### config.mk
export PLATFORM = sky130hd
export DESIGN_NAME = sector_cache_clock_replacement
export DESIGN_NICKNAME = d
export VERILOG_FILES = /design/src/scc_pkg.sv /design/src/scc_ram.sv /design/src/scc_ctrl.sv /design/src/sector_cache_clock_replacement.sv
export SDC_FILE = /design/constraint.sdc
export NUM_CORES = 2
export LEC_CHECK = 0
export BUFFER_PORTS_ARGS = -buffer_cell sky130_fd_sc_hd__buf_2
export CAP_MARGIN = 20
export CELL_PAD_IN_SITES_DETAIL_PLACEMENT = 0
export CELL_PAD_IN_SITES_GLOBAL_PLACEMENT = 1
export CORE_UTILIZATION = 40
export CTS_BUF_LIST = sky130_fd_sc_hd__clkbuf_8
export CTS_CLUSTER_DIAMETER = 60
export DETAILED_ROUTE_END_ITERATION = 16
export PLACE_DENSITY = 0.62
export SLEW_MARGIN = 40
export SYNTH_ARGS = -nofsm -noshare
export SYNTH_HDL_FRONTEND = slang
export SYNTH_SLANG_ARGS = --single-unit
export TNS_END_PERCENT = 10
### constraint.sdc
create_clock -name clk -period 4.56 [get_ports clk]
set_input_delay 0.456 -clock clk [delete_from_list [all_inputs] [get_ports clk]]
set_output_delay 0.456 -clock clk [all_outputs]
set_load 0.05 [all_outputs]
### src/scc_pkg.sv
package scc_pkg;

	localparam int ENTRIES_DEF = 64;
	localparam int MAX_RESULTS = 64;
	localparam int SLOT_W      = 6;
	localparam int SECTOR_W    = 32;
	localparam int FCNT_W      = $clog2(MAX_RESULTS) + 1;

	typedef enum logic [1:0] {
		MODE_READ  = 2'd0,
		MODE_WRITE = 2'd1,
		MODE_FLUSH = 2'd2
	} mode_t;

	typedef enum logic [2:0] {
		ST_IDLE,
		ST_LOOKUP,
		ST_SWEEP,
		ST_VREAD,
		ST_FLUSH,
		ST_FDONE
	} state_t;

	typedef struct packed {
		logic [SLOT_W-1:0]   slot;
		logic                hit;
		logic                fill_needed;
		logic                writeback_needed;
		logic [SECTOR_W-1:0] writeback_sector;
		logic                last;
	} result_t;

endpackage

### src/scc_ram.sv
module scc_ram
	import scc_pkg::*;
#(
	parameter int WIDTH = SECTOR_W,
	parameter int DEPTH = ENTRIES_DEF
) (
	input  logic                     clk,
	input  logic                     we,
	input  logic [$clog2(DEPTH)-1:0] waddr,
	input  logic [WIDTH-1:0]         wdata,
	input  logic [$clog2(DEPTH)-1:0] raddr,
	output logic [WIDTH-1:0]         rdata
);

	logic [WIDTH-1:0] mem_q [DEPTH];
	logic [WIDTH-1:0] rdata_q;

	always_ff @(posedge clk) begin
		if (we) begin
			mem_q[waddr] <= wdata;
		end
		rdata_q <= mem_q[raddr];
	end

	assign rdata = rdata_q;

endmodule

### src/scc_ctrl.sv
module scc_ctrl
	import scc_pkg::*;
#(
	parameter int ENTRIES = ENTRIES_DEF
) (
	input  logic                       clk,
	input  logic                       arst_n,
	input  logic                       start,
	input  logic [1:0]                 mode,
	input  logic [SECTOR_W-1:0]        sector,
	output logic                       busy,
	output logic                       ram_we,
	output logic [$clog2(ENTRIES)-1:0] ram_waddr,
	output logic [SECTOR_W-1:0]        ram_wdata,
	output logic [$clog2(ENTRIES)-1:0] ram_raddr,
	input  logic [SECTOR_W-1:0]        ram_rdata,
	output logic                       res_vld,
	output result_t                    res
);

	localparam int IDX_W = $clog2(ENTRIES);
	localparam int CNT_W = $clog2(ENTRIES + 1);

	function automatic logic [SLOT_W-1:0] slot_of(input logic [IDX_W-1:0] idx);
		logic [IDX_W+SLOT_W-1:0] ext;
		ext = {{SLOT_W{1'b0}}, idx};
		return ext[SLOT_W-1:0];
	endfunction

	state_t              state_q, state_d;
	mode_t               mode_q;
	logic [SECTOR_W-1:0] sector_q;
	logic [CNT_W-1:0]    scan_q;
	logic                rd_vld_s1;
	logic [IDX_W-1:0]    rd_idx_s1;
	logic [IDX_W-1:0]    ptr_q;
	logic [IDX_W-1:0]    victim_q;
	logic [ENTRIES-1:0]  valid_q, dirty_q, acc_q;
	logic                pend_vld_q;
	result_t             pend_q;
	logic [FCNT_W-1:0]   fcnt_q;
	logic                out_vld_q;
	result_t             out_q;

	// Conditions shared by the next-state and output logic.
	logic scan_more, entry_valid, entry_dirty, tag_match, last_idx;
	logic lk_hit, lk_free, lk_full, fl_dirty, fl_cap, fl_end, sw_victim;

	assign scan_more   = scan_q != CNT_W'(ENTRIES);
	assign entry_valid = valid_q[rd_idx_s1];
	assign entry_dirty = dirty_q[rd_idx_s1];
	assign tag_match   = ram_rdata == sector_q;
	assign last_idx    = rd_idx_s1 == IDX_W'(ENTRIES - 1);
	assign lk_hit      = rd_vld_s1 && entry_valid && tag_match;
	// Slots are only ever filled lowest-invalid first and never invalidated, so the
	// valid slots form a prefix: the first invalid slot ends the search.
	assign lk_free     = rd_vld_s1 && !entry_valid;
	assign lk_full     = rd_vld_s1 && entry_valid && !tag_match && last_idx;
	assign fl_dirty    = rd_vld_s1 && entry_valid && entry_dirty;
	assign fl_cap      = fl_dirty && (fcnt_q == FCNT_W'(MAX_RESULTS - 1));
	assign fl_end      = rd_vld_s1 && last_idx;
	assign sw_victim   = !acc_q[ptr_q];

	always_comb begin
		state_d = state_q;
		unique case (state_q)
			ST_IDLE: begin
				if (start) begin
					unique case (mode_t'(mode)) inside
						MODE_READ, MODE_WRITE: state_d = ST_LOOKUP;
						MODE_FLUSH:            state_d = ST_FLUSH;
						default:               state_d = ST_IDLE;
					endcase
				end
			end
			ST_LOOKUP: begin
				if (lk_hit || lk_free) begin
					state_d = ST_IDLE;
				end else if (lk_full) begin
					state_d = ST_SWEEP;
				end
			end
			ST_SWEEP: begin
				if (sw_victim) begin
					state_d = ST_VREAD;
				end
			end
			ST_VREAD: state_d = ST_IDLE;
			ST_FLUSH: begin
				if (fl_cap || fl_end) begin
					state_d = ST_FDONE;
				end
			end
			ST_FDONE: state_d = ST_IDLE;
			default:  state_d = ST_IDLE;
		endcase
	end

	logic             issue, take, hit_upd, clr_acc, fl_take, emit;
	logic [IDX_W-1:0] take_idx;
	result_t          emit_res;
	result_t          miss_res;
	logic             victim_dirty;

	assign victim_dirty = dirty_q[victim_q];

	always_comb begin
		miss_res                  = '0;
		miss_res.fill_needed      = mode_q == MODE_READ;
		miss_res.last             = 1'b1;
		issue                     = 1'b0;
		take                      = 1'b0;
		take_idx                  = rd_idx_s1;
		hit_upd                   = 1'b0;
		clr_acc                   = 1'b0;
		fl_take                   = 1'b0;
		emit                      = 1'b0;
		emit_res                  = '0;
		ram_raddr                 = scan_q[IDX_W-1:0];
		unique case (state_q)
			ST_LOOKUP: begin
				issue = scan_more;
				if (lk_hit) begin
					hit_upd       = 1'b1;
					emit          = 1'b1;
					emit_res.slot = slot_of(rd_idx_s1);
					emit_res.hit  = 1'b1;
					emit_res.last = 1'b1;
				end else if (lk_free) begin
					take          = 1'b1;
					emit          = 1'b1;
					emit_res      = miss_res;
					emit_res.slot = slot_of(rd_idx_s1);
				end
			end
			ST_SWEEP: begin
				ram_raddr = ptr_q;
				clr_acc   = !sw_victim;
			end
			ST_VREAD: begin
				take                      = 1'b1;
				take_idx                  = victim_q;
				emit                      = 1'b1;
				emit_res                  = miss_res;
				emit_res.slot             = slot_of(victim_q);
				emit_res.writeback_needed = victim_dirty;
				emit_res.writeback_sector = victim_dirty ? ram_rdata : '0;
			end
			ST_FLUSH: begin
				issue = scan_more;
				if (fl_dirty) begin
					fl_take  = 1'b1;
					emit     = pend_vld_q;
					emit_res = pend_q;
				end
			end
			ST_FDONE: begin
				emit          = pend_vld_q;
				emit_res      = pend_q;
				emit_res.last = 1'b1;
			end
			default: ;
		endcase
	end

	assign ram_we    = take;
	assign ram_waddr = take_idx;
	assign ram_wdata = sector_q;

	// Control state.
	always_ff @(posedge clk or negedge arst_n) begin
		if (!arst_n) begin
			state_q    <= ST_IDLE;
			rd_vld_s1  <= 1'b0;
			ptr_q      <= '0;
			valid_q    <= '0;
			dirty_q    <= '0;
			acc_q      <= '0;
			pend_vld_q <= 1'b0;
			out_vld_q  <= 1'b0;
		end else begin
			state_q   <= state_d;
			rd_vld_s1 <= issue && (state_d == state_q);
			out_vld_q <= emit;
			if (state_q == ST_IDLE && start) begin
				pend_vld_q <= 1'b0;
			end
			if (hit_upd) begin
				acc_q[rd_idx_s1] <= 1'b1;
				if (mode_q == MODE_WRITE) begin
					dirty_q[rd_idx_s1] <= 1'b1;
				end
			end
			if (take) begin
				valid_q[take_idx] <= 1'b1;
				acc_q[take_idx]   <= 1'b1;
				dirty_q[take_idx] <= mode_q == MODE_WRITE;
			end
			if (state_q == ST_SWEEP) begin
				ptr_q <= (ptr_q == IDX_W'(ENTRIES - 1)) ? '0 : ptr_q + 1'b1;
			end
			if (clr_acc) begin
				acc_q[ptr_q] <= 1'b0;
			end
			if (fl_take) begin
				dirty_q[rd_idx_s1] <= 1'b0;
				pend_vld_q         <= 1'b1;
			end
			if (state_q == ST_FDONE) begin
				pend_vld_q <= 1'b0;
			end
		end
	end

	// Datapath registers.
	always_ff @(posedge clk) begin
		rd_idx_s1 <= scan_q[IDX_W-1:0];
		if (state_q == ST_IDLE && start) begin
			mode_q   <= mode_t'(mode);
			sector_q <= sector;
			scan_q   <= '0;
			fcnt_q   <= '0;
		end
		if (issue) begin
			scan_q <= scan_q + 1'b1;
		end
		if (state_q == ST_SWEEP && sw_victim) begin
			victim_q <= ptr_q;
		end
		if (fl_take) begin
			fcnt_q                  <= fcnt_q + 1'b1;
			pend_q.slot             <= slot_of(rd_idx_s1);
			pend_q.hit              <= 1'b0;
			pend_q.fill_needed      <= 1'b0;
			pend_q.writeback_needed <= 1'b1;
			pend_q.writeback_sector <= ram_rdata;
			pend_q.last             <= 1'b0;
		end
		if (emit) begin
			out_q <= emit_res;
		end
	end

	assign busy    = state_q != ST_IDLE;
	assign res_vld = out_vld_q;
	assign res     = out_q;

	a_sweep_full: assert property (@(posedge clk) disable iff (!arst_n)
		state_q == ST_SWEEP |-> &valid_q)
		else $error("clock sweep entered with an invalid slot present");

	a_valid_prefix: assert property (@(posedge clk) disable iff (!arst_n)
		(valid_q & (valid_q + 1'b1)) == '0)
		else $error("valid slots do not form a prefix");

	a_victim_unaccessed: assert property (@(posedge clk) disable iff (!arst_n)
		state_q == ST_VREAD |-> !acc_q[victim_q])
		else $error("victim slot still has its accessed bit set");

	a_hit_clean: assert property (@(posedge clk) disable iff (!arst_n)
		out_vld_q && out_q.hit |-> !out_q.writeback_needed && !out_q.fill_needed)
		else $error("hit result asks for fill or write-back");

endmodule

### src/sector_cache_clock_replacement.sv
// Tag and replacement controller for a fully associative sector cache with
// clock (second chance) replacement. Data bytes live elsewhere.
// A command transaction is taken at a rising edge with start high and busy low:
// mode selects read, write or flush, and sector names the disk sector.
// Results appear for exactly one cycle each, marked by valid; the receiver must
// take every result as it comes, since it cannot hold the block off.
// A read or write gives one result. The tag RAM is searched one slot per cycle
// through its registered read port by a single shared comparator. The search
// stops at a hit or at the first free slot, which a miss then takes. With every
// slot valid, the search covers all ENTRIES slots, then the clock sweep visits
// one slot per cycle, clearing accessed bits, until it meets a slot whose
// accessed bit is clear; that victim's tag is read before the result goes out.
// A flush scans all slots and emits one result per dirty slot in ascending
// order, the final one flagged by last; at most 64.
// A new command can be taken the cycle after the final result is registered.
// Reset clears the valid, dirty and accessed bits and the clock pointer at once;
// the tag RAM is not cleared and needs no clearing pass.
module sector_cache_clock_replacement
	import scc_pkg::*;
#(
	parameter int ENTRIES = ENTRIES_DEF
) (
	input  logic                clk,
	input  logic                arst_n,
	input  logic                start,
	output logic                busy,
	input  logic [1:0]          mode,
	input  logic [SECTOR_W-1:0] sector,
	output logic                valid,
	output logic [SLOT_W-1:0]   slot,
	output logic                hit,
	output logic                fill_needed,
	output logic                writeback_needed,
	output logic [SECTOR_W-1:0] writeback_sector,
	output logic                last
);

	localparam int IDX_W = $clog2(ENTRIES);

	logic                ram_we;
	logic [IDX_W-1:0]    ram_waddr;
	logic [SECTOR_W-1:0] ram_wdata;
	logic [IDX_W-1:0]    ram_raddr;
	logic [SECTOR_W-1:0] ram_rdata;
	result_t             res;

	// Tag store: one sector number per slot.
	scc_ram #(
		.WIDTH(SECTOR_W),
		.DEPTH(ENTRIES)
	) u_tags (
		.clk  (clk),
		.we   (ram_we),
		.waddr(ram_waddr),
		.wdata(ram_wdata),
		.raddr(ram_raddr),
		.rdata(ram_rdata)
	);

	// Sequencer with the shared tag comparator and the per-slot status bits.
	scc_ctrl #(
		.ENTRIES(ENTRIES)
	) u_ctrl (
		.clk      (clk),
		.arst_n   (arst_n),
		.start    (start),
		.mode     (mode),
		.sector   (sector),
		.busy     (busy),
		.ram_we   (ram_we),
		.ram_waddr(ram_waddr),
		.ram_wdata(ram_wdata),
		.ram_raddr(ram_raddr),
		.ram_rdata(ram_rdata),
		.res_vld  (valid),
		.res      (res)
	);

	// Each result field goes out on a port of its own.
	assign slot             = res.slot;
	assign hit              = res.hit;
	assign fill_needed      = res.fill_needed;
	assign writeback_needed = res.writeback_needed;
	assign writeback_sector = res.writeback_sector;
	assign last             = res.last;

endmodule

Word level (Yosys, flattened, before mapping) --
Memories as Yosys holds them, arrays and structs flattened. A register that Yosys moved wholly into a read port is not among the register bits. Index checks and enable logic that the tools add are counted.
Word-level totals: flip-flop bits (word level) 344, latch bits 0, memory bits (writable) 2048, memory bits (read-only) 0, input bits 37, memories kept 1
Cells by class: add/subtract/negate cells 3, multipliers 0, div/mod/pow operators 0, magnitude comparators 7, eq/ne operators 14, shift operators 0, muxes and demuxes 59, bitwise logic cells 8, reduce and logical (&&, ||, !) cells 28
Memory list:
- u_tags.mem_q | words 64, bits a word 32, rd ports 1, clocked after Yosys merged registers in 1, write ports 1, RTL line scc_ram.sv:15 | logic [WIDTH-1:0] mem_q [DEPTH];
Operators with widths (number):
- 64-bit two-way mux | 7
- 64-bit OR | 4
- 42-bit one-hot mux with 4 select lines | 1
- 64-bit AND | 2
- 64-bit NOT | 2
- 42-bit two-way mux | 2
- 64-bit bitwise mux | 1
- 34-bit two-way mux | 1
- 32-bit == test | 1
- 32-bit two-way mux | 1
- 6-bit by 7-bit < comparator with 1-bit output (second input constant) | 4
- 7-bit two-way mux | 4
- 1-bit binary-select mux with 6-bit select | 4
- 1-bit two-way mux | 23
- 1-bit demux with 6-bit select | 3
- 6-bit by 1-bit >= comparator with 1-bit output (second input constant) | 3
- 6-bit two-way mux | 3
- 3-bit two-way mux | 5
- 7-bit by 1-bit adder with 7-bit output (second input constant) | 2
- 1-bit logical AND | 14
- 6-bit == test (second input constant) | 2
- 3-bit one-hot mux with 4 select lines | 1
- 7-bit by 6-bit == test with 1-bit output (second input constant) | 1
- 7-bit inequality test (second input constant) | 1
- other kinds (17) | 27

Depth between registers and ports, before layout --
word-level depth 11, depth in mapped cells 13, mapped depth without buffers 9

Cells and area by module --
Synthesis repeated with hierarchy kept, for this count alone.
Second synthesis, totals: cells, all modules 4819, area total of the unflattened synthesis 95947.0 µm²
By module, submodules not included:
- scc_ram | instances 1, cells each 3324, area each 78515.3 µm²
- scc_ctrl | instances 1, cells each 1495, area each 17431.7 µm²

Worst setup path before layout --
Ideal clock, no wire load.
path type flip-flop to flip-flop, start point register u_ctrl.rd_idx_s1[0], end point register u_ctrl.dirty_q[27], setup time 0.143 ns, arrival 4.798 ns, data required time 4.417 ns, setup slack -0.381 ns, stages on the path, launching flop included 10, path through dfxtp_1 buf_6 mux4_2 o211ai_1 o2111a_1 buf_4 nand2_2 o31ai_1 mux2i_1 a22oi_1
On the way: longest elaborated chain between the ends 11, elaborated cells between the ends (all ways) 35, classes of those cells order compare: 4; mux: 21; bitwise: 3; reduce/logical: 7
Ends and longest elaborated chain:
- start, declared | RTL line scc_ctrl.sv:35 | logic [IDX_W-1:0] rd_idx_s1;
- start signal, assigned | RTL line scc_ctrl.sv:217 | rd_idx_s1 <= scan_q[IDX_W-1:0];
- 6-bit by 7-bit < comparator with 1-bit output (not written as such), or another cell as far along | RTL line scc_ctrl.sv:191, scc_ctrl.sv:206
- 1-bit logical AND (not written as such) or 1-bit two-way mux (tied branches) | RTL line scc_ctrl.sv:191, scc_ctrl.sv:206, scc_ctrl.sv:50
- 1-bit two-way mux (not written as such) or 1-bit logical AND (tied branches)
- 1-bit demux with 6-bit select or 1-bit logical AND (tied branches)
- 64-bit OR (no line) or 1-bit two-way mux (tied branches)
- 64-bit two-way mux or 1-bit two-way mux (tied branches) | RTL line scc_ctrl.sv:190, scc_ctrl.sv:120
- 64-bit two-way mux | RTL line scc_ctrl.sv:188 | if (hit_upd) begin
- 64-bit bitwise mux | RTL line scc_ctrl.sv:197 | dirty_q[take_idx] <= mode_q == MODE_WRITE;
- 64-bit two-way mux | RTL line scc_ctrl.sv:194 | if (take) begin
- 64-bit AND (no line)
- 64-bit two-way mux * | RTL line scc_ctrl.sv:205 | if (fl_take) begin
- end signal, assigned by index | RTL line scc_ctrl.sv:191 | dirty_q[rd_idx_s1] <= 1'b1;
- end signal, assigned by index | RTL line scc_ctrl.sv:197
- end signal, assigned by index | RTL line scc_ctrl.sv:206 | dirty_q[rd_idx_s1] <= 1'b0;
- end, declared | RTL line scc_ctrl.sv:38 | logic [ENTRIES-1:0] valid_q, dirty_q, acc_q;
Mark *: on every way between the ends. The rest lies on a longest branch, timed or not. The select of a mux whose other input is x is not followed. A chain may end at the register's enable or synchronous reset.

Worst setup path after layout --
start point register u_ctrl.state_q[1], end point register u_tags.rdata_q[16] (netlist: u_tags.rdata[16]) (read register of u_tags.mem_q)
On the way: longest elaborated chain between the ends 2
Ends and longest elaborated chain:
- start, declared | RTL line scc_ctrl.sv:30 | state_t state_q, state_d;
- start signal, assigned | RTL line scc_ctrl.sv:182 | state_q <= state_d;
- 3-bit by 2-bit == test with 1-bit output | RTL line scc_ctrl.sv:120 | unique case (state_q)
- 6-bit two-way mux | RTL line scc_ctrl.sv:120
- end, declared | RTL line scc_ram.sv:16 | logic [WIDTH-1:0] rdata_q;
Every way passes these cells.

==> metrics.yaml <==
final_layout:
  utilization_pct: 47.49
  drive_above_1_share_pct: 16.87
  area_delta_synth_final_pct: 17.89
  final_nets: 7863
  final_common_cell: "edfxtp_1"
  fillerInstances: 21923
  layout_common_cells: "2182 x edfxtp_1, 1616 x nand2_1, 842 x nand3_1"
global_route:
  grt_pass1_wl_um: 480600
  met3_usage_pct: 5.145
  grt_pass1_vias: 64128
  overflow: 0
  grt_max_degree: 79
  grt_usage_pct: 26.84
  grt_most_used_layer: "met2"
  antenna_found_initial: 22
  use_met1_pct: 37.07
  grtUsageMet2_pct: 41.64
sta:
  tightestPinTransition_ns: 0.9620
  postLayoutSetupSlackWorst_ns: 0.1919
  setup_viol: 0
  min_period_ns: 4.368
  max_freq_mhz: 228.9
  fin_skew_ns: 0.1017
  fin_crit_sh_pct: 95.79
  slew_violations: 0
  rsz0062_at_grt: "no"
  hold_viol_final: 0
  relSlewSlack_pct: 35.52
  tns_ns: 0
  hold_ws_ns: 0.08425
yosys:
  async_reset_ff_share_pct: 8.416
  synth_seq_cells: 2424
  synth_cells: 7185
  synth-seq-area-share_pct: 71.93
  synthFlopType: "edfxtp_1"
  synth-edff-count: 2182
  syn_area_per_cell_sq_um: 13.81
  synth_area_sq_um: 99240
  synthDistinctLibCells: 81
  synth_warnings: 0
  postSynthNetCount: 7226
setup_path:
  critPathMaxStageDelay_ns: 0.72
  required_ns: 5.45
  end_kind: "flop"
  worstPathMaxFanout: 29
  crit_buf_inv: 5
  cp_top_family: "buffers and inverters"
  crit_arrival_ns: 5.26
  critPathKind: "flop to flop"
  crit_chain: "or3b_1 -> buf_4 -> mux2i_4 -> buf_12 -> buf_12 -> buf_4 -> buf_4 -> and3_1 -> a311oi_1 -> a311oi_1 -> a31oi_2 -> a221o_1"
  crit_path_frequent_cell: "buf_4"
  cp_slowest_cell: "dfrtp_1"
  critPathLaunchType: "flop"
drt:
  dr.pass1.iters: 6
  wl_um: 339900
  wire_per_inst_um: 29.64
  drc: 0
  drt_iter0_markers: 7060
  antenna_left: 0
  vias: 65801
  viasPerCell: 5.739
floorplanning:
  core_sq_um: 246400
  initial_utilization_pct: 40.28
  die_h_um: 500.1
  die_area_sq_um: 250100
  die_w_um: 500.1
  num_rows: 182
  ios: 81
clock_network:
  clkSinkCount: 2424
  path_clk_slew_ns: 0.06
  clk_root_buffer_cell: "clkbuf_8"
  clock_path_buffers: 4
  htreeDepth: 5
  cts_setup_buffers: 0
  cts_tree: "built"
  cts_buffers: 423
  clock_latency_ns: 1.12
placement:
  dp_hpwl_um: 211000
  place.gp.congestion: 0.9777
  dp_worst_setup_slack_ns: 0.1929
  port_buffers: 80
worst_hold_path:
  hp-class: "input pin to flop"
flow_run:
  max_cap_violations: 0
status:
  status: "finished, final reports clean"
power_and_ir_drop:
  peakVddDrop_v: 0.0003471
  power.leakage_uw: 0.04262
  power_density_nw_per_um2: 593.7
per-stage QoR:
| stage | area (sq um) | power (uW) | instances |
|---|---|---|---|
| 2_1_floorplan | 99240 | 40220 | 7185 |
| 3_3_place_gp | 108600 | 51380 | 10653 |
| 3_5_place_dp | 108700 | 51450 | 10657 |
| 4_1_cts | 116800 | 69710 | 11449 |
| 5_1_grt | 117000 | 72210 | 11461 |
| 6_report | 117000 | 69460 | 11465 |
path summary, 6_finish.rpt:
check	startpoint	to	slack, ns	cells after the start
max in group asynchronous	arst_n	u_ctrl.acc_q[33]$_DFF_PN0_	3.27	4
min in group asynchronous	arst_n	u_ctrl.acc_q[57]$_DFF_PN0_	0.46	3
hold / removal	sector[3]	u_ctrl.ram_wdata[3]$_DFFE_PP_	0.08	2
setup / recovery	u_ctrl.state_q[1]$_DFF_PN0_	u_tags.rdata[16]$_DFF_P_	0.19	12
hold reg to reg	u_ctrl.valid_q[29]$_DFFE_PN0P_	u_ctrl.valid_q[29]$_DFFE_PN0P_	0.47	1
setup reg to reg	u_ctrl.state_q[1]$_DFF_PN0_	u_tags.rdata[16]$_DFF_P_	0.19	12
cell usage after synthesis (38+ instances only):
cell type / n / area [sq um]
a21oi_1: 48 / 240.2
a221oi_1: 52 / 455.4
a22oi_1: 43 / 322.8
a311oi_1: 165 / 1445
a31oi_1: 69 / 431.7
and3_1: 110 / 688.2
buf_1: 45 / 168.9
buf_2: 118 / 590.6
clkbuf_1: 274 / 1028
dfrtp_1: 204 / 5105
dfxtp_1: 38 / 760.7
edfxtp_1: 2182 / 65520
mux2i_1: 551 / 5515
mux4_2: 45 / 1013
nand2_1: 1618 / 6073
nand3_1: 842 / 4214
nor2_1: 127 / 476.7
o21ai_0: 51 / 255.2
or2_2: 59 / 369.1
flip-flops by register name, indices dropped and copies added, names as in the netlist, 7 cells and up:
| signal | flops |
|---|---|
| u_ctrl.res | 42 |
| u_ctrl.valid_q | 64 |
| u_ctrl.ram_wdata | 32 |
| u_ctrl.fcnt_q | 7 |
| u_ctrl.scan_q | 7 |
| u_ctrl.pend_q | 38 |
| u_ctrl.dirty_q | 64 |
| u_tags.mem_q | 2048 |
| u_ctrl.acc_q | 64 |
| u_tags.rdata | 32 |
report_power, final:
| group | switching, uW | internal, uW |
|---|---|---|
| combinational | 16300 | 7970 |
| clock | 8850 | 9370 |
| sequential | 1050 | 25900 |
metal layers:
layer | wire, um | up-vias
met5 | 100 | -
met4 | 14020 | 16
li1 | - | 28452
met1 | 144100 | 33821
met2 | 155500 | 2870
met3 | 26080 | 642
what timing repair did:
item	4_1_cts	5_1_grt
hold buffers	44	0
resized for setup	0	1
setup endpoints to repair	0	1
endpoints found under the hold margin	241	0
cells by family (layout without fill, tap and decap cells):
kind of cell    Yosys count  in the layout  share of synthesized area [%]
compound gates          712            712                          5.760
buf+inv                 509           1469                          2.408
fa+ha+maj                 4              4                        0.05043
flops                  2424           2424                          71.93
other cells               0              8                              0
simple gates           2892           2892                          12.83
mux                     599            599                          6.619
xor+xnor                 45             45                         0.3971
area by class of cell:
class	instances	area, sq um	area share, %
Antenna cell	8	20.02	0.01711
Clock buffer	457	6290	5.376
Clock inverter	291	1297	1.109
Inverter	19	73.82	0.06309
Multi-Input combinational cell	4252	26150	22.35
Sequential cell	2424	71390	61.02
Tap cell	3312	4144	3.542
Timing Repair Buffer	702	7636	6.526
(Power assumes the default switching activity.)
